$ cat src/hw/rtl/tppaf_pkg.sv
`default_nettype none

package tppaf_pkg;

  // Field widths
  localparam int unsigned POS_W  = 15;
  localparam int unsigned BTN_W  = 3;
  localparam int unsigned LVL_W  = 8;
  localparam int unsigned HOLD_W = 16;
  localparam int unsigned DATA_W = 32;
  localparam int unsigned ADDR_W = 5;

  // Parameter defaults
  localparam int unsigned QUEUE_DEPTH_DEF = 16;
  localparam int unsigned POS_MAX_DEF     = 32767;

  // Register reset values
  localparam logic [HOLD_W-1:0] HOLD_RST  = HOLD_W'(180);
  localparam logic [LVL_W-1:0]  X_MIN_RST = LVL_W'(16);
  localparam logic [LVL_W-1:0]  X_MAX_RST = LVL_W'(244);
  localparam logic [LVL_W-1:0]  Y_MIN_RST = LVL_W'(23);
  localparam logic [LVL_W-1:0]  Y_MAX_RST = LVL_W'(241);

  // Presented levels
  localparam logic [LVL_W-1:0] LEVEL_HIGH = LVL_W'(255);
  localparam logic [LVL_W-1:0] LEVEL_LOW  = LVL_W'(0);

  // Select line codes
  localparam logic [1:0] SEL_X    = 2'b01;
  localparam logic [1:0] SEL_Y    = 2'b10;
  localparam logic [1:0] SEL_ZERO = 2'b11;
  localparam logic [1:0] SEL_RST  = 2'b11;

  typedef enum logic [1:0] {
    MODE_POINTER = 2'd0,
    MODE_SELECT  = 2'd1,
    MODE_TICK    = 2'd2,
    MODE_NOP     = 2'd3
  } mode_e;

  typedef enum logic [2:0] {
    REG_HOLD  = 3'd0,
    REG_X_MIN = 3'd1,
    REG_X_MAX = 3'd2,
    REG_Y_MIN = 3'd3,
    REG_Y_MAX = 3'd4
  } reg_e;

  typedef enum logic [1:0] {
    OUT_IDLE = 2'd0,
    OUT_X    = 2'd1,
    OUT_Y    = 2'd2,
    OUT_ZERO = 2'd3
  } out_e;

  typedef struct packed {
    logic [HOLD_W-1:0] hold_ticks;
    logic [LVL_W-1:0]  x_min;
    logic [LVL_W-1:0]  x_max;
    logic [LVL_W-1:0]  y_min;
    logic [LVL_W-1:0]  y_max;
  } cfg_t;

  typedef struct packed {
    logic [BTN_W-1:0] buttons;
    logic [POS_W-1:0] pos_x;
    logic [POS_W-1:0] pos_y;
  } entry_t;

  typedef struct packed {
    logic             touched;
    logic [1:0]       sel;
    logic [POS_W-1:0] pos_x;
    logic [POS_W-1:0] pos_y;
  } view_t;

endpackage

`default_nettype wire

$ cat src/hw/rtl/touch_panel_paced_analog_front.sv
`default_nettype none

// Paced resistive touch panel front end. A transaction is taken on every
// clock edge at which start is high; busy stays low, so one transaction per
// cycle is sustained. Every transaction gives exactly one result, strobed by
// result_valid_o for a single cycle; the receiver must take it then. The
// queue, timer and select state update in the cycle of acceptance; the result
// then passes the queue's output register and the scaling pipeline behind it:
// span multiply, reciprocal multiply for the division by the position range,
// remainder of the estimate, then correction, offset and saturation.
// Configuration writes take effect at once and belong in idle periods; no
// clearing pass follows reset.
module touch_panel_paced_analog_front #(
  parameter int unsigned QUEUE_DEPTH = tppaf_pkg::QUEUE_DEPTH_DEF,
  parameter int unsigned POS_MAX     = tppaf_pkg::POS_MAX_DEF
) (
  input  logic                          clk_i,
  input  logic                          rst_ni,
  input  logic                          start,
  output logic                          busy,
  input  logic [1:0]                    mode_i,
  input  logic [tppaf_pkg::POS_W-1:0]   pos_x_i,
  input  logic [tppaf_pkg::POS_W-1:0]   pos_y_i,
  input  logic [tppaf_pkg::BTN_W-1:0]   buttons_i,
  input  logic                          select_index_i,
  input  logic                          select_level_i,
  output logic                          result_valid_o,
  output logic [tppaf_pkg::LVL_W-1:0]   x_level_o,
  output logic [tppaf_pkg::LVL_W-1:0]   y_level_o,
  output logic                          event_dropped_o,
  input  logic                          psel,
  input  logic                          penable,
  input  logic                          pwrite,
  input  logic [tppaf_pkg::ADDR_W-1:0]  paddr,
  input  logic [tppaf_pkg::DATA_W-1:0]  pwdata,
  output logic [tppaf_pkg::DATA_W-1:0]  prdata,
  output logic                          pready
);
  import tppaf_pkg::*;

  cfg_t  cfg;
  view_t view;
  logic  accept, q_valid, q_dropped;

  assign busy   = 1'b0;
  assign accept = start & ~busy;

  tppaf_regs u_regs (
    .clk_i   (clk_i),
    .rst_ni  (rst_ni),
    .psel    (psel),
    .penable (penable),
    .pwrite  (pwrite),
    .paddr   (paddr),
    .pwdata  (pwdata),
    .prdata  (prdata),
    .pready  (pready),
    .cfg_o   (cfg)
  );

  tppaf_queue #(
    .QUEUE_DEPTH (QUEUE_DEPTH)
  ) u_queue (
    .clk_i          (clk_i),
    .rst_ni         (rst_ni),
    .accept_i       (accept),
    .mode_i         (mode_e'(mode_i)),
    .pos_x_i        (pos_x_i),
    .pos_y_i        (pos_y_i),
    .buttons_i      (buttons_i),
    .select_index_i (select_index_i),
    .select_level_i (select_level_i),
    .hold_ticks_i   (cfg.hold_ticks),
    .view_o         (view),
    .valid_o        (q_valid),
    .dropped_o      (q_dropped)
  );

  tppaf_scale #(
    .POS_MAX (POS_MAX)
  ) u_scale (
    .clk_i     (clk_i),
    .rst_ni    (rst_ni),
    .valid_i   (q_valid),
    .dropped_i (q_dropped),
    .view_i    (view),
    .cfg_i     (cfg),
    .valid_o   (result_valid_o),
    .x_level_o (x_level_o),
    .y_level_o (y_level_o),
    .dropped_o (event_dropped_o)
  );

  // Every accepted transaction yields its result after a fixed latency
  a_latency: assert property (@(posedge clk_i) disable iff (!rst_ni)
    accept |-> ##5 result_valid_o)
    else $error("result strobe missing five cycles after acceptance");

  // A result without a matching accepted transaction is invented
  a_no_spurious: assert property (@(posedge clk_i) disable iff (!rst_ni)
    result_valid_o |-> $past(accept, 5))
    else $error("result strobe without an accepted transaction");

  // Only a pointer event can be lost, and only on a result cycle
  a_drop_source: assert property (@(posedge clk_i) disable iff (!rst_ni)
    event_dropped_o |-> result_valid_o && $past(mode_i, 5) == MODE_POINTER)
    else $error("dropped flag on a result not caused by a pointer event");

endmodule

`default_nettype wire

$ cat src/hw/rtl/tppaf_regs.sv
`default_nettype none

module tppaf_regs (
  input  logic                          clk_i,
  input  logic                          rst_ni,
  input  logic                          psel,
  input  logic                          penable,
  input  logic                          pwrite,
  input  logic [tppaf_pkg::ADDR_W-1:0]  paddr,
  input  logic [tppaf_pkg::DATA_W-1:0]  pwdata,
  output logic [tppaf_pkg::DATA_W-1:0]  prdata,
  output logic                          pready,
  output tppaf_pkg::cfg_t               cfg_o
);
  import tppaf_pkg::*;

  cfg_t cfg_q;
  reg_e idx;
  logic wr;

  assign pready = 1'b1;
  assign idx    = reg_e'(paddr[ADDR_W-1:2]);
  assign wr     = psel & penable & pwrite & pready;
  assign cfg_o  = cfg_q;

  // Write on the access phase of a write transaction
  always_ff @(posedge clk_i or negedge rst_ni) begin
    if (!rst_ni) begin
      cfg_q.hold_ticks <= HOLD_RST;
      cfg_q.x_min      <= X_MIN_RST;
      cfg_q.x_max      <= X_MAX_RST;
      cfg_q.y_min      <= Y_MIN_RST;
      cfg_q.y_max      <= Y_MAX_RST;
    end else if (wr) begin
      unique case (idx)
        REG_HOLD:  cfg_q.hold_ticks <= pwdata[HOLD_W-1:0];
        REG_X_MIN: cfg_q.x_min      <= pwdata[LVL_W-1:0];
        REG_X_MAX: cfg_q.x_max      <= pwdata[LVL_W-1:0];
        REG_Y_MIN: cfg_q.y_min      <= pwdata[LVL_W-1:0];
        REG_Y_MAX: cfg_q.y_max      <= pwdata[LVL_W-1:0];
        default: ;
      endcase
    end
  end

  // Read back
  always_comb begin
    unique case (idx)
      REG_HOLD:  prdata = DATA_W'(cfg_q.hold_ticks);
      REG_X_MIN: prdata = DATA_W'(cfg_q.x_min);
      REG_X_MAX: prdata = DATA_W'(cfg_q.x_max);
      REG_Y_MIN: prdata = DATA_W'(cfg_q.y_min);
      REG_Y_MAX: prdata = DATA_W'(cfg_q.y_max);
      default:   prdata = '0;
    endcase
  end

endmodule

`default_nettype wire

$ cat src/hw/rtl/tppaf_queue.sv
`default_nettype none

module tppaf_queue #(
  parameter int unsigned QUEUE_DEPTH = tppaf_pkg::QUEUE_DEPTH_DEF
) (
  input  logic                          clk_i,
  input  logic                          rst_ni,
  input  logic                          accept_i,
  input  tppaf_pkg::mode_e              mode_i,
  input  logic [tppaf_pkg::POS_W-1:0]   pos_x_i,
  input  logic [tppaf_pkg::POS_W-1:0]   pos_y_i,
  input  logic [tppaf_pkg::BTN_W-1:0]   buttons_i,
  input  logic                          select_index_i,
  input  logic                          select_level_i,
  input  logic [tppaf_pkg::HOLD_W-1:0]  hold_ticks_i,
  output tppaf_pkg::view_t              view_o,
  output logic                          valid_o,
  output logic                          dropped_o
);
  import tppaf_pkg::*;

  localparam int unsigned PTR_W = $clog2(QUEUE_DEPTH);
  localparam int unsigned CNT_W = $clog2(QUEUE_DEPTH + 1);
  localparam logic [PTR_W-1:0] PTR_LAST = PTR_W'(QUEUE_DEPTH - 1);
  localparam logic [CNT_W-1:0] CNT_FULL = CNT_W'(QUEUE_DEPTH);
  localparam logic [PTR_W:0]   SUM_WRAP = (PTR_W + 1)'(QUEUE_DEPTH);

  function automatic logic [PTR_W-1:0] ptr_inc(input logic [PTR_W-1:0] p);
    return (p == PTR_LAST) ? '0 : p + PTR_W'(1);
  endfunction

  entry_t mem [QUEUE_DEPTH];

  logic [PTR_W-1:0]  head_q, head_d;
  logic [CNT_W-1:0]  count_q, count_d;
  logic [HOLD_W-1:0] hold_q, hold_d;
  entry_t            touch_q, touch_d;
  logic [1:0]        sel_q, sel_d;
  logic [BTN_W-1:0]  prev_q, prev_d;
  entry_t            next_q;
  logic              valid_q, dropped_q;

  entry_t            wdata;
  logic [PTR_W:0]    tail_sum;
  logic [PTR_W-1:0]  tail;
  logic [PTR_W-1:0]  next_addr;
  logic [HOLD_W-1:0] hold_load;
  logic              changed, push, drop;

  assign wdata     = '{buttons: buttons_i, pos_x: pos_x_i, pos_y: pos_y_i};
  assign tail_sum  = {1'b0, head_q} + {1'b0, count_q[PTR_W-1:0]};
  assign tail      = (tail_sum >= SUM_WRAP) ? PTR_W'(tail_sum - SUM_WRAP)
                                            : tail_sum[PTR_W-1:0];
  assign hold_load = (hold_ticks_i == '0) ? HOLD_W'(1) : hold_ticks_i;
  assign changed   = accept_i && (mode_i == MODE_POINTER) && (buttons_i != prev_q);
  assign push      = changed && (count_q != CNT_FULL);
  assign drop      = changed && (count_q == CNT_FULL);

  // Next state for one transaction
  always_comb begin
    head_d  = head_q;
    count_d = count_q;
    hold_d  = hold_q;
    touch_d = touch_q;
    sel_d   = sel_q;
    prev_d  = prev_q;
    if (accept_i) begin
      unique case (mode_i)
        MODE_POINTER: begin
          if (push) begin
            count_d = count_q + CNT_W'(1);
            prev_d  = buttons_i;
            if (count_q == '0) begin
              touch_d = wdata;
              hold_d  = hold_load;
            end
          end
        end
        MODE_SELECT: begin
          sel_d[select_index_i] = select_level_i;
        end
        MODE_TICK: begin
          if (hold_q != '0) begin
            hold_d = hold_q - HOLD_W'(1);
            if (hold_q == HOLD_W'(1) && count_q != '0) begin
              head_d  = ptr_inc(head_q);
              count_d = count_q - CNT_W'(1);
              if (count_q != CNT_W'(1)) begin
                touch_d = next_q;
                hold_d  = hold_load;
              end
            end
          end
        end
        MODE_NOP: ;
      endcase
    end
  end

  assign next_addr = ptr_inc(head_d);

  // Hold the queue state
  always_ff @(posedge clk_i or negedge rst_ni) begin
    if (!rst_ni) begin
      head_q    <= '0;
      count_q   <= '0;
      hold_q    <= '0;
      touch_q   <= '0;
      sel_q     <= SEL_RST;
      prev_q    <= '0;
      valid_q   <= 1'b0;
      dropped_q <= 1'b0;
    end else begin
      head_q    <= head_d;
      count_q   <= count_d;
      hold_q    <= hold_d;
      touch_q   <= touch_d;
      sel_q     <= sel_d;
      prev_q    <= prev_d;
      valid_q   <= accept_i;
      dropped_q <= drop;
    end
  end

  // Event storage; keep the entry after the head ready, bypassing a same-cycle write
  always_ff @(posedge clk_i) begin
    if (push) begin
      mem[tail] <= wdata;
    end
    next_q <= (push && tail == next_addr) ? wdata : mem[next_addr];
  end

  assign view_o    = '{touched: (touch_q.buttons != '0), sel: sel_q,
                       pos_x: touch_q.pos_x, pos_y: touch_q.pos_y};
  assign valid_o   = valid_q;
  assign dropped_o = dropped_q;

endmodule

`default_nettype wire

$ cat src/hw/rtl/tppaf_scale.sv
`default_nettype none

module tppaf_scale #(
  parameter int unsigned POS_MAX = tppaf_pkg::POS_MAX_DEF
) (
  input  logic                         clk_i,
  input  logic                         rst_ni,
  input  logic                         valid_i,
  input  logic                         dropped_i,
  input  tppaf_pkg::view_t             view_i,
  input  tppaf_pkg::cfg_t              cfg_i,
  output logic                         valid_o,
  output logic [tppaf_pkg::LVL_W-1:0]  x_level_o,
  output logic [tppaf_pkg::LVL_W-1:0]  y_level_o,
  output logic                         dropped_o
);
  import tppaf_pkg::*;

  localparam int unsigned ABS_W  = POS_W + LVL_W;
  localparam int unsigned PW     = $clog2(POS_MAX + 1);
  localparam int unsigned MUL1_W = 2 * ABS_W + 1;
  localparam int unsigned MUL2_W = ABS_W + PW;
  localparam int unsigned SUM_W  = ABS_W + 3;
  localparam logic [ABS_W:0]  RECIP = (ABS_W + 1)'((64'd1 << ABS_W) / POS_MAX);
  localparam logic [PW-1:0]   DIV   = PW'(POS_MAX);

  // Stage 0: choose the channel
  out_e             kind;
  logic [POS_W-1:0] pos;
  logic [LVL_W-1:0] lo, hi, mag;
  logic             neg;

  always_comb begin
    if (!view_i.touched) begin
      kind = OUT_IDLE;
    end else begin
      unique case (view_i.sel)
        SEL_X:    kind = OUT_X;
        SEL_Y:    kind = OUT_Y;
        SEL_ZERO: kind = OUT_ZERO;
        default:  kind = OUT_IDLE;
      endcase
    end
  end

  assign pos = (kind == OUT_Y) ? view_i.pos_y : view_i.pos_x;
  assign lo  = (kind == OUT_Y) ? cfg_i.y_min : cfg_i.x_min;
  assign hi  = (kind == OUT_Y) ? cfg_i.y_max : cfg_i.x_max;
  assign neg = hi < lo;
  assign mag = neg ? (lo - hi) : (hi - lo);

  // Stage 1: position times span magnitude
  logic             s1_valid_q, s1_dropped_q, s1_neg_q;
  out_e             s1_kind_q;
  logic [LVL_W-1:0] s1_lo_q;
  logic [ABS_W-1:0] s1_pmag_q;

  // Stage 2: quotient estimate by reciprocal
  logic             s2_valid_q, s2_dropped_q, s2_neg_q;
  out_e             s2_kind_q;
  logic [LVL_W-1:0] s2_lo_q;
  logic [ABS_W-1:0] s2_pmag_q, s2_qe_q;
  logic [MUL1_W-1:0] qprod;

  // Stage 3: remainder of the estimate
  logic             s3_valid_q, s3_dropped_q, s3_neg_q;
  out_e             s3_kind_q;
  logic [LVL_W-1:0] s3_lo_q;
  logic [ABS_W-1:0] s3_qe_q;
  logic [PW:0]      s3_rem_q;
  logic [MUL2_W-1:0] back, rem_full;

  // Stage 4: correct, offset, saturate
  logic                    out_valid_q, out_dropped_q;
  logic [LVL_W-1:0]        x_q, y_q;
  logic [ABS_W:0]          quot;
  logic signed [SUM_W-1:0] lo_ext, q_ext, sum;
  logic [LVL_W-1:0]        sat, x_d, y_d;

  assign qprod    = MUL1_W'(s1_pmag_q) * MUL1_W'(RECIP);
  assign back     = MUL2_W'(s2_qe_q) * MUL2_W'(DIV);
  assign rem_full = MUL2_W'(s2_pmag_q) - back;

  assign quot   = (ABS_W + 1)'(s3_qe_q) + (ABS_W + 1)'(s3_rem_q >= {1'b0, DIV});
  assign lo_ext = $signed(SUM_W'(s3_lo_q));
  assign q_ext  = $signed(SUM_W'(quot));
  assign sum    = s3_neg_q ? (lo_ext - q_ext) : (lo_ext + q_ext);

  always_comb begin
    if (sum < 0) begin
      sat = LEVEL_LOW;
    end else if (sum > $signed(SUM_W'(LEVEL_HIGH))) begin
      sat = LEVEL_HIGH;
    end else begin
      sat = sum[LVL_W-1:0];
    end
  end

  always_comb begin
    x_d = LEVEL_HIGH;
    y_d = LEVEL_HIGH;
    unique case (s3_kind_q)
      OUT_IDLE: ;
      OUT_X:    x_d = sat;
      OUT_Y:    y_d = sat;
      OUT_ZERO: x_d = LEVEL_LOW;
    endcase
  end

  // Advance the control bits
  always_ff @(posedge clk_i or negedge rst_ni) begin
    if (!rst_ni) begin
      s1_valid_q    <= 1'b0;
      s2_valid_q    <= 1'b0;
      s3_valid_q    <= 1'b0;
      out_valid_q   <= 1'b0;
      out_dropped_q <= 1'b0;
    end else begin
      s1_valid_q    <= valid_i;
      s2_valid_q    <= s1_valid_q;
      s3_valid_q    <= s2_valid_q;
      out_valid_q   <= s3_valid_q;
      out_dropped_q <= s3_valid_q & s3_dropped_q;
    end
  end

  // Advance the data
  always_ff @(posedge clk_i) begin
    s1_dropped_q <= dropped_i;
    s1_neg_q     <= neg;
    s1_kind_q    <= kind;
    s1_lo_q      <= lo;
    s1_pmag_q    <= ABS_W'(pos) * ABS_W'(mag);

    s2_dropped_q <= s1_dropped_q;
    s2_neg_q     <= s1_neg_q;
    s2_kind_q    <= s1_kind_q;
    s2_lo_q      <= s1_lo_q;
    s2_pmag_q    <= s1_pmag_q;
    s2_qe_q      <= qprod[ABS_W +: ABS_W];

    s3_dropped_q <= s2_dropped_q;
    s3_neg_q     <= s2_neg_q;
    s3_kind_q    <= s2_kind_q;
    s3_lo_q      <= s2_lo_q;
    s3_qe_q      <= s2_qe_q;
    s3_rem_q     <= rem_full[PW:0];

    x_q          <= x_d;
    y_q          <= y_d;
  end

  assign valid_o   = out_valid_q;
  assign x_level_o = x_q;
  assign y_level_o = y_q;
  assign dropped_o = out_dropped_q;

endmodule

`default_nettype wire
$ cat config.mk
export PLATFORM = sky130hd
export DESIGN_NAME = touch_panel_paced_analog_front
export DESIGN_NICKNAME = d
export VERILOG_FILES = /design/src/hw/rtl/tppaf_pkg.sv /design/src/hw/rtl/touch_panel_paced_analog_front.sv /design/src/hw/rtl/tppaf_regs.sv /design/src/hw/rtl/tppaf_queue.sv /design/src/hw/rtl/tppaf_scale.sv
export SDC_FILE = /design/constraint.sdc
export NUM_CORES = 1
export LEC_CHECK = 0
export BUFFER_PORTS_ARGS = -buffer_cell sky130_fd_sc_hd__clkbuf_2
export CAP_MARGIN = 20
export CORE_ASPECT_RATIO = 1.1
export CORE_MARGIN = 2
export CORE_UTILIZATION = 56
export DETAILED_ROUTE_END_ITERATION = 8
export PLACE_DENSITY = 0.76
export SYNTH_ARGS = -nofsm -noshare
export SYNTH_HDL_FRONTEND = slang
export SYNTH_SLANG_ARGS = --single-unit
$ cat constraint.sdc
create_clock -name clk_i -period 8.9 [get_ports clk_i]
set_input_delay 0.445 -clock clk_i [delete_from_list [all_inputs] [get_ports clk_i]]
set_output_delay 0.445 -clock clk_i [all_outputs]
set_load 0.01 [all_outputs]
### Yosys cells after proc, flatten, opt, wreduce, memory -nomap -nowiden

Memories as Yosys holds them, arrays and structs flattened. A register that Yosys moved wholly into a read port is not among the register bits.
Index checks and enable logic that the tools add are counted.

* register bits: 241
* latch bits: 0
* memory bits (writable): 528
* bits in read-only memories: 0
* input port bits: 80
* output and inout port bits: 52
* word-level logic and storage cells: 154
* memories kept: 1

* add/sub/neg operators: 13
* $mul: 2
* div/mod/pow operators: 0
* magnitude comparators: 7
* equal/unequal tests: 25
* shift-type cells: 0
* mux-type cells: 40
* bitwise logic cells: 3
* reductions and logical operators: 24

Memory list
* u_queue.mem: words 16, bits a word 33, read ports 1, clocked after Yosys merged registers in 1, wr ports 1, line tppaf_queue.sv:32 `entry_t mem [QUEUE_DEPTH];`

Operator list (number)
* 33-bit 2-to-1 mux: 5
* 16-bit 2-to-1 mux: 6
* 16-bit one-hot mux with 5 select lines: 1
* 33-bit one-hot mux with 2 select lines: 1
* 8-bit 2-to-1 mux: 5
* 16-bit one-hot mux with 2 select lines: 1
* 4-bit 2-to-1 mux: 7
* 26-bit by 9-bit greater-than comparator with 1-bit output, second input constant: 1
* 26-bit by 1-bit less-than comparator with 1-bit output, second input constant: 1
* 26-bit 2-to-1 mux: 1
* 8-bit by 24-bit adder with 25-bit output: 1
* 8-bit by 24-bit subtractor with 25-bit output: 1
* 15-bit by 8-bit multiplier with 23-bit output: 1
* 16-bit by 1-bit equality test with 1-bit output, second input constant: 1
* 16-bit by 15-bit greater-or-equal comparator with 1-bit output, second input constant: 1
* 16-bit zero test: 1
* 8-bit by 15-bit multiplier with 16-bit output, second input constant: 1
* 8-bit one-hot mux with 2 select lines: 1
* 16-bit nonzero test: 1
* 16-bit by 1-bit subtractor with 16-bit output, second input constant: 1
* 16-bit subtractor: 1
* 8-bit subtractor: 2
* 15-bit 2-to-1 mux: 1
* 5-bit 2-to-1 mux: 3
* other kinds (40): 68

### Longest topological paths before layout

Gate-level depths: netlist of run 1.

* depth after elaboration: 8
* depth in mapped cells: 38
* gate-level depth less buffers: 32

### By module

A second synthesis of run 1 with hierarchy kept.

* cell total of the unflattened synthesis: 2664
* area total of the unflattened synthesis: 37766.2 sq um

Modules (own cells, without submodules)
* tppaf_queue: instances 1, cells each 1376, area each 24563.6 sq um, seq. area each 17564.3 sq um
* tppaf_scale: instances 1, cells each 1107, area each 10762.8 sq um, seq. area each 2567.5 sq um
* tppaf_regs: instances 1, cells each 179, area each 2428.6 sq um, seq. area each 1224.9 sq um
* touch_panel_paced_analog_front: instances 1, cells each 2, area each 11.3 sq um, seq. area each 0.0 sq um

### Worst setup path before layout of run 1

OpenSTA, ideal clock, no wires.

* kind: register to register
* start point: reg u_queue.sel_q[1]
* end point: reg u_scale.s1_pmag_q[21]
* library setup time: 0.132 ns
* arrival: 8.365 ns
* required time: 8.768 ns
* slack: 0.403 ns
* cell stages (with the launch flop): 32
* path buffers: 5
* clock period less this slack: 8.497 ns
* cells stage by stage: dfstp_2 -> nor2b_1 -> nor2b_1 -> clkbuf_1 -> buf_2 -> buf_1 -> mux2i_1 -> inv_1 -> fa_1 -> nor2b_1 -> o21a_1 -> o21ai_1 -> a21o_2 -> mux2_2 -> a221oi_2 -> a21bo_2 -> buf_2 -> buf_6 -> mux2_2 -> fa_1 -> fa_1 -> fa_1 -> inv_1 -> fa_1 -> inv_1 -> ha_1 -> nor2_1 -> a2111oi_0 -> nor2_1 -> o211ai_1 -> a2111oi_0 -> or3b_2

* longest elaborated chain between the ends: 8
* elaborated cells on any way between the ends: 14
* those cells by class: add/sub: 2; mul: 1; order compare: 1; eq/ne: 4; mux: 6

RTL lines
* start, declared: line tppaf_queue.sv:38 `logic [1:0] sel_q, sel_d;`
* start signal, assigned: line tppaf_queue.sv:118 `sel_q <= sel_d;`
* 2-bit equality test / 2-bit by 1-bit equality test with 1-bit output (equally long branches): line tppaf_scale.sv:37 `unique case (view_i.sel)`
* 2-bit one-hot mux with 3 select lines *: line tppaf_scale.sv:37
* 2-bit 2-to-1 mux *: line tppaf_scale.sv:34 `if (!view_i.touched) begin`
* net u_scale.kind[1]: line tppaf_scale.sv:28 `out_e kind;`
* 2-bit equality test *: line tppaf_scale.sv:47 `assign lo = (kind == OUT_Y) ? cfg_i.y_min : cfg_i.x_min;`
* 8-bit 2-to-1 mux *: line tppaf_scale.sv:47
* net u_scale.lo[1]: line tppaf_scale.sv:30 `logic [LVL_W-1:0] lo, hi, mag;`
* 8-bit subtractor / 8-bit less-than comparator (equally long branches): line tppaf_scale.sv:50, tppaf_scale.sv:49
* 8-bit 2-to-1 mux *: line tppaf_scale.sv:50 `assign mag = neg ? (lo - hi) : (hi - lo);`
* 15-bit by 8-bit multiplier with 23-bit output *: line tppaf_scale.sv:133 `s1_pmag_q <= ABS_W'(pos) * ABS_W'(mag);`
* end signal, assigned: line tppaf_scale.sv:133
* end, declared: line tppaf_scale.sv:56 `logic [ABS_W-1:0] s1_pmag_q;`

The timed path passes the listed nets; every way through them passes the cells marked *.
A chain may end at the register's enable or synchronous reset.

### Worst setup path after layout of run 1

* start point: reg u_queue.sel_q[1]
* end point: reg u_scale.s1_pmag_q[21]

* longest elaborated chain between the ends: 8
* elaborated cells on any way between the ends: 14
* those cells by class: add/sub: 2; mul: 1; order compare: 1; eq/ne: 4; mux: 6

RTL lines (line)
* 2-bit equality test / 2-bit by 1-bit equality test with 1-bit output (equally long branches): tppaf_scale.sv:37
* 2-bit one-hot mux with 3 select lines *: tppaf_scale.sv:37
* 2-bit 2-to-1 mux *: tppaf_scale.sv:34
* net u_scale.kind[1]: tppaf_scale.sv:28
* 2-bit equality test *: tppaf_scale.sv:46, tppaf_scale.sv:47, tppaf_scale.sv:48
* 8-bit 2-to-1 mux, on equally long branches: tppaf_scale.sv:48, tppaf_scale.sv:47
* 8-bit subtractor / 8-bit less-than comparator (equally long branches): tppaf_scale.sv:50, tppaf_scale.sv:49
* 8-bit 2-to-1 mux: tppaf_scale.sv:50
* 15-bit by 8-bit multiplier with 23-bit output *: tppaf_scale.sv:133

Marked as above.

==> reports/metrics.csv, run 1 <==
metric,value,unit
synth_edf_count,528,
fin_util,0.630,
drt-initial-drc-count,1715,
pin_count,132,
coreArea,0.0650,sq mm
cts_tree,built,
final_cell_mix,"edfxtp_1 (528), inv_1 (219), mux4_2 (165)",
synth_seq_cells,772,
hold_slack,45.6,ps
syn-instance-count,2508,
port_buffers,95,
synth_compound_area_frac,0.0469,
cp-end-kind,register,
cp-start-kind,register,
fillers,4615,
syn-mean-instance-area,14.6,sq um
arrival,9100,ps
place_ws,21.5,ps
viasPerCell,6.04,
synth_fa_ha_area_frac,0.114,
slew_viol_final,0,
slowest_delay,590,ps
path_class,register to register,
status,completed,
muxShareOfSynthArea,0.134,
track_usage,0.243,
clock.fmax,116,MHz
antenna_found_initial,6,
timing.rr.start,u_queue.sel_q[1],
crit_slowest_cell,nor4_1,
die_w,248,um
finalWorstSetupSlack,303,ps
cts_inserted_buffers,77,
holdPathStages,2,
cpMostUsedCell,fa_1,
antenna_left,0,
cp-startpoint,u_queue.sel_q[1],
clockRootBuffer,clkbuf_16,
final_cell_area,0.0409,sq mm
wire_per_inst,22.6,um
final_common_cell,edfxtp_1,
drive_gt1_frac,0.217,
initial_core_util,0.565,
worstPathMaxFanout,15,
num_rows,98,
wirelength,80000,um
setup_violations,0,
cts_max_level,3,
fp.dieH,273,um
grt_overflow,0,
drtPass1Iterations,5,
synth_simple_gate_area_frac,0.0695,
cp_top_family,adder cells,
holdPathEnd,u_regs.cfg_o[42],
required,9400,ps
hp-start,pwdata[10],
grt_max_degree,86,
ff2ff_setup_slack,300,ps
yosysSeqAreaShare,0.581,
synth_top_family_by_area,multiplexers,
cts.sinks,772,
fin_nets,2967,
hold_violations,0,
clk_latency,640,ps
synthArstFlopShare,0.153,
place_area,0.0382,sq mm
cap_violations,0,
grt_first_pass_wirelength,125000,um
tightest_slew,1080,ps
worst-path-buf-inv,7,
synth_warnings,0,
netlist-cell-type-count,71,
fin_crit_sh,0.966,
finalWeightedCongestion,0.885,
period_minus_slack,8600,ps
hold_path_class,primary input to register,
cts.reportedPaths.clkPinSlew,60,ps
final.setup_skew,19.9,ps
relSlewSlack,0.258,
first_global_vias,22274,
dpl.hpwl,47700,um
clk_path_buf_depth,3,
netlist_area,0.0367,sq mm
rr_endpoint,u_scale.s1_pmag_q[21],
vias,21423,
drc,0,
area_growth_syn_to_layout,11.4,%
die-area,0.0677,sq mm
r2r_cells,28,
synth_ff_type,edfxtp_1,
synth_xor_area_frac,0.0157,
synthesized netlist by cell type (7+ instances only):
| library cell | instances | area, sq um |
|---|---|---|
| nand2_1 | 134 | 503 |
| dfxtp_1 | 126 | 2520 |
| buf_4 | 20 | 150 |
| or3_1 | 20 | 125 |
| mux2i_1 | 31 | 310 |
| a21oi_1 | 52 | 260 |
| xnor2_1 | 47 | 412 |
| fa_1 | 134 | 2680 |
| xor2_1 | 17 | 149 |
| a21o_1 | 14 | 105 |
| mux2_2 | 81 | 912 |
| ha_1 | 121 | 1510 |
| clkbuf_1 | 62 | 233 |
| o21a_1 | 13 | 97.6 |
| nand2b_1 | 12 | 75.1 |
| o211ai_1 | 7 | 52.6 |
| inv_1 | 219 | 822 |
| buf_2 | 23 | 115 |
| a31oi_1 | 45 | 282 |
| a211oi_1 | 9 | 67.6 |
| nand4_1 | 9 | 56.3 |
| and2_1 | 15 | 93.8 |
| or2_2 | 15 | 93.8 |
| nor2_1 | 166 | 623 |
| o21bai_1 | 7 | 52.6 |
| dfrtp_1 | 97 | 2430 |
| nand3_1 | 27 | 135 |
| and3_1 | 12 | 75.1 |
| nor4_1 | 9 | 56.3 |
| o31ai_1 | 10 | 75.1 |
| o21ai_0 | 45 | 225 |
| nor3_1 | 64 | 320 |
| buf_1 | 7 | 26.3 |
| edfxtp_1 | 528 | 15900 |
| dfstp_2 | 21 | 552 |
| nor2b_1 | 34 | 213 |
| a22oi_1 | 18 | 135 |
| mux4_2 | 165 | 3720 |
| o22ai_1 | 8 | 50.1 |
final cells by class:
| type | count | area (sq um) | area share |
|---|---|---|---|
| multi-input cells | 1418 | 14300 | 0.348 |
| repair buffers | 144 | 896 | 0.0219 |
| diodes | 2 | 5.00 | 0.000122 |
| clock inverters | 47 | 460 | 0.0113 |
| flip-flops and latches | 772 | 21400 | 0.522 |
| well taps | 850 | 1060 | 0.0260 |
| clock buffers | 95 | 2050 | 0.0502 |
| inverters | 219 | 822 | 0.0201 |
kinds of logic after synthesis:
logic type	Yosys count
buffers and inverters	334
adders and majority gates	255
other	2
xor gates and xnor gates	65
DFF	772
and+or+nand+nor	537
muxes	277
AOI/OAI and AO/OA	266
state kept, by name, summed over array words and instances (netlist names), 15 cells and up, named ones only:
signal and flops:
u_scale.s1_pmag_q 23, u_queue.mem 528, u_regs.cfg_o 48, u_scale.s3_rem_q 16, u_queue.hold_q 16, u_scale.s2_pmag_q 15
u_queue.view_o 30
per-stage QoR:
step           setup TNS [ps]  cells
6_report                    0   3547
5_1_grt                 -56.9   3547
4_1_cts                     0   3539
3_5_place_dp                0   3395
3_3_place_gp                0   3395
2_1_floorplan               0   2524
worst max path at each step:
stage / to / slack, ps / cells past startpoint
3_3_place_gp: u_scale.s1_pmag_q[22] / 400 / 29
4_1_cts: u_scale.s1_pmag_q[22] / 70 / 29
2_1_floorplan: u_scale.s1_pmag_q[21] / 400 / 31
6_report: u_scale.s1_pmag_q[21] / 300 / 28
5_1_grt: u_scale.s1_pmag_q[21] / -50 / 28
3_5_place_dp: u_scale.s1_pmag_q[22] / 20 / 29
metal layers:
metal  share of wire  vias to the layer above  track usage
met2            0.53                      888        0.433
met3           0.070                      200       0.0469
met5         0.00073                        -            0
li1                -                     9420            -
met1            0.37                    10907        0.294
met4           0.033                        8       0.0885
timing repair:
item                       4_1_cts  5_1_grt
buffers inserted                 0        4
hold endpoints to repair        34        0
resized for setup                1       12
setup endpoints to repair        1        4
hold buffers                     2        0
gates cloned                     0        0
Power of run 1 is left out: the tool's default activity adds up to more than one toggle a clock period on the data nets, which glitch-free logic cannot reach.
==> run 2, diff against run 1 <==
ABC_AREA = 1   (was not set)
CORE_UTILIZATION = 57   (was 56)
PLACE_DENSITY = 0.77   (was 0.76)
==> run 2 against run 1 <==
Core utilization increased by 0.21 points. Fmax increased by 15%. First-iteration DRC count increased by 38%. Hold slack improved by 2.7 ps. Flip-flop and latch count unchanged. Synthesized cell count increased by 46%. Via count increased by 23%. Largest cell class unchanged.
==> reports/metrics.csv, run 2 <==
metric,value,unit
die-area,0.0689,sq mm
ff2ff_setup_slack,1440,ps
syn-mean-instance-area,10.4,sq um
fin_crit_sh,0.839,
drtPass1Iterations,7,
cp-start-kind,register,
fin_nets,4059,
dp_cells,4499,
cts_max_level,3,
cts.sinks,772,
final.setup_skew,32.6,ps
fin_tns_setup,0,ps
relSlewSlack,0.315,
cts_resized,0,
first_global_vias,25525,
required,9410,ps
drt-initial-drc-count,2367,
instances_no_fill,4646,
die_w,250,um
cp_top_family,adder cells,
yosysSeqAreaShare,0.561,
cts_tree,built,
cts_setup_buffers,0,
netlist-cell-type-count,59,
cts.reportedPaths.clkPinSlew,60,ps
worst-path-buf-inv,8,
synthArstFlopShare,0.153,
synth_area_leaders,"edfxtp_1 (42%), fa_1 (7.0%), dfxtp_1 (6.6%)",
grt_first_pass_wirelength,136000,um
grt_overflow,0,
grt_max_degree,101,
vias,26264,
viasPerCell,5.65,
synth_warnings,0,
final_common_cell,nor2_1,
slew_viol_final,0,
hold_violations,0,
final_cell_mix,"nor2_1 (612), edfxtp_1 (528), nand2_1 (397)",
arrival,7970,ps
worstPathMaxFanout,39,
timing.rr.start,u_queue.touch_q[32],
synth_edf_count,528,
wirelength,87000,um
rr_endpoint,u_scale.s1_pmag_q[18],
antenna_found_initial,2,
cp-end-kind,register,
synth_ff_type,edfxtp_1,
fillers,5044,
regMostFlops,u_queue.mem,
crit_slowest_cell,fa_1,
yosysMostFrequentCell,nor2_1,
netlist_area,0.0381,sq mm
drive_gt1_frac,0.0998,
setup_violations,0,
yosysTopAreaCell,edfxtp_1,
r2r_cells,31,
port_buffers,95,
finalWeightedCongestion,0.894,
status,completed,
cts_inserted_buffers,78,
hold_path_class,primary input to register,
initial_core_util,0.575,
hold_slack,48.3,ps
clock.fmax,134,MHz
hp-start,select_index_i,
largest_register_ffs,528,
holdPathStages,3,
clk_path_buf_depth,3,
coreArea,0.0661,sq mm
wire_per_inst,18.7,um
area_growth_syn_to_layout,9.82,%
path_class,register to register,
holdPathEnd,u_queue.sel_q[0],
dpl.hpwl,52300,um
cap_violations,0,
tightest_slew,1030,ps
clockRootBuffer,clkbuf_16,
synth_seq_cells,772,
syn-instance-count,3670,
track_usage,0.252,
period_minus_slack,7460,ps
rsz0062_at_grt,false,
slowest_delay,540,ps
antenna_left,0,
num_rows,99,
yosys-top-cells-count,"nor2_1 (628), edfxtp_1 (528), nand2_1 (397)",
drc,0,
yosysTopAreaCellShare,0.417,
clk_latency,630,ps
pin_count,132,
fp.dieH,275,um
## run 2: area by class of cell
cell class / instances / area (sq um) / area share
Sequential cell: 772 / 21400 / 0.511
Multi-Input combinational cell: 2345 / 14500 / 0.347
Inverter: 394 / 1490 / 0.0357
Clock inverter: 41 / 430 / 0.0103
Clock buffer: 101 / 2130 / 0.0510
Antenna cell: 2 / 5.00 / 0.000120
Timing Repair Buffer: 133 / 781 / 0.0187
Tap cell: 858 / 1070 / 0.0257
## run 2: worst max-delay path by stage
| stage | start | cells after the start | to |
|---|---|---|---|
| after detailed placement | u_queue.touch_q[31] | 31 | u_scale.s1_pmag_q[18] |
| after floorplan | u_queue.sel_q[1] | 29 | u_scale.s1_pmag_q[18] |
| after global routing | u_queue.touch_q[30] | 31 | u_scale.s1_pmag_q[18] |
| after global placement | u_queue.touch_q[32] | 30 | u_scale.s1_pmag_q[18] |
| final | u_queue.touch_q[32] | 31 | u_scale.s1_pmag_q[18] |
| after CTS | u_queue.touch_q[31] | 31 | u_scale.s1_pmag_q[18] |
## run 2: per-layer routing
layer / vias to the layer above / wire [um] / global-route usage
li1: 12418 / - / -
met1: 12624 / 34000 / 0.311
met2: 1020 / 43900 / 0.444
met3: 202 / 6290 / 0.0400
met4: 0 / 2800 / 0.101
met5: - / 0 / 0
## run 2: worst min-delay path, delay by kind of cell
kind | cells | cell delay (ps)
buf+inv | 2 | 150
compound gates | 1 | 70
## run 2: logic make-up after synthesis
logic type / Yosys count / synth area share
compound gates: 721 / 0.108
buf+inv: 569 / 0.0625
flops: 772 / 0.561
fa+ha+maj: 255 / 0.110
other cells: 2 / 0.000197
simple gates: 1268 / 0.139
xor+xnor: 80 / 0.0184
mux: 3 / 0.000789
## run 2: repair_timing
| item | CTS | global route |
|---|---|---|
| endpoints found under the setup margin | 0 | 0 |
| hold buffers | 2 | 0 |
| endpoints found under the hold margin | 26 | 0 |
## run 2: per-stage QoR
step | instance area, sq um | setup WS, ps | utilization
finish | 41800 | 1440 | 0.632
global route | 41800 | 891 | 0.632
CTS | 41800 | 1460 | 0.631
detailed placement | 39200 | 1490 | 0.592
global placement | 39200 | 1610 | 0.592
floorplan | 38100 | 2530 | -
Power of run 2 is left out for the same reason.
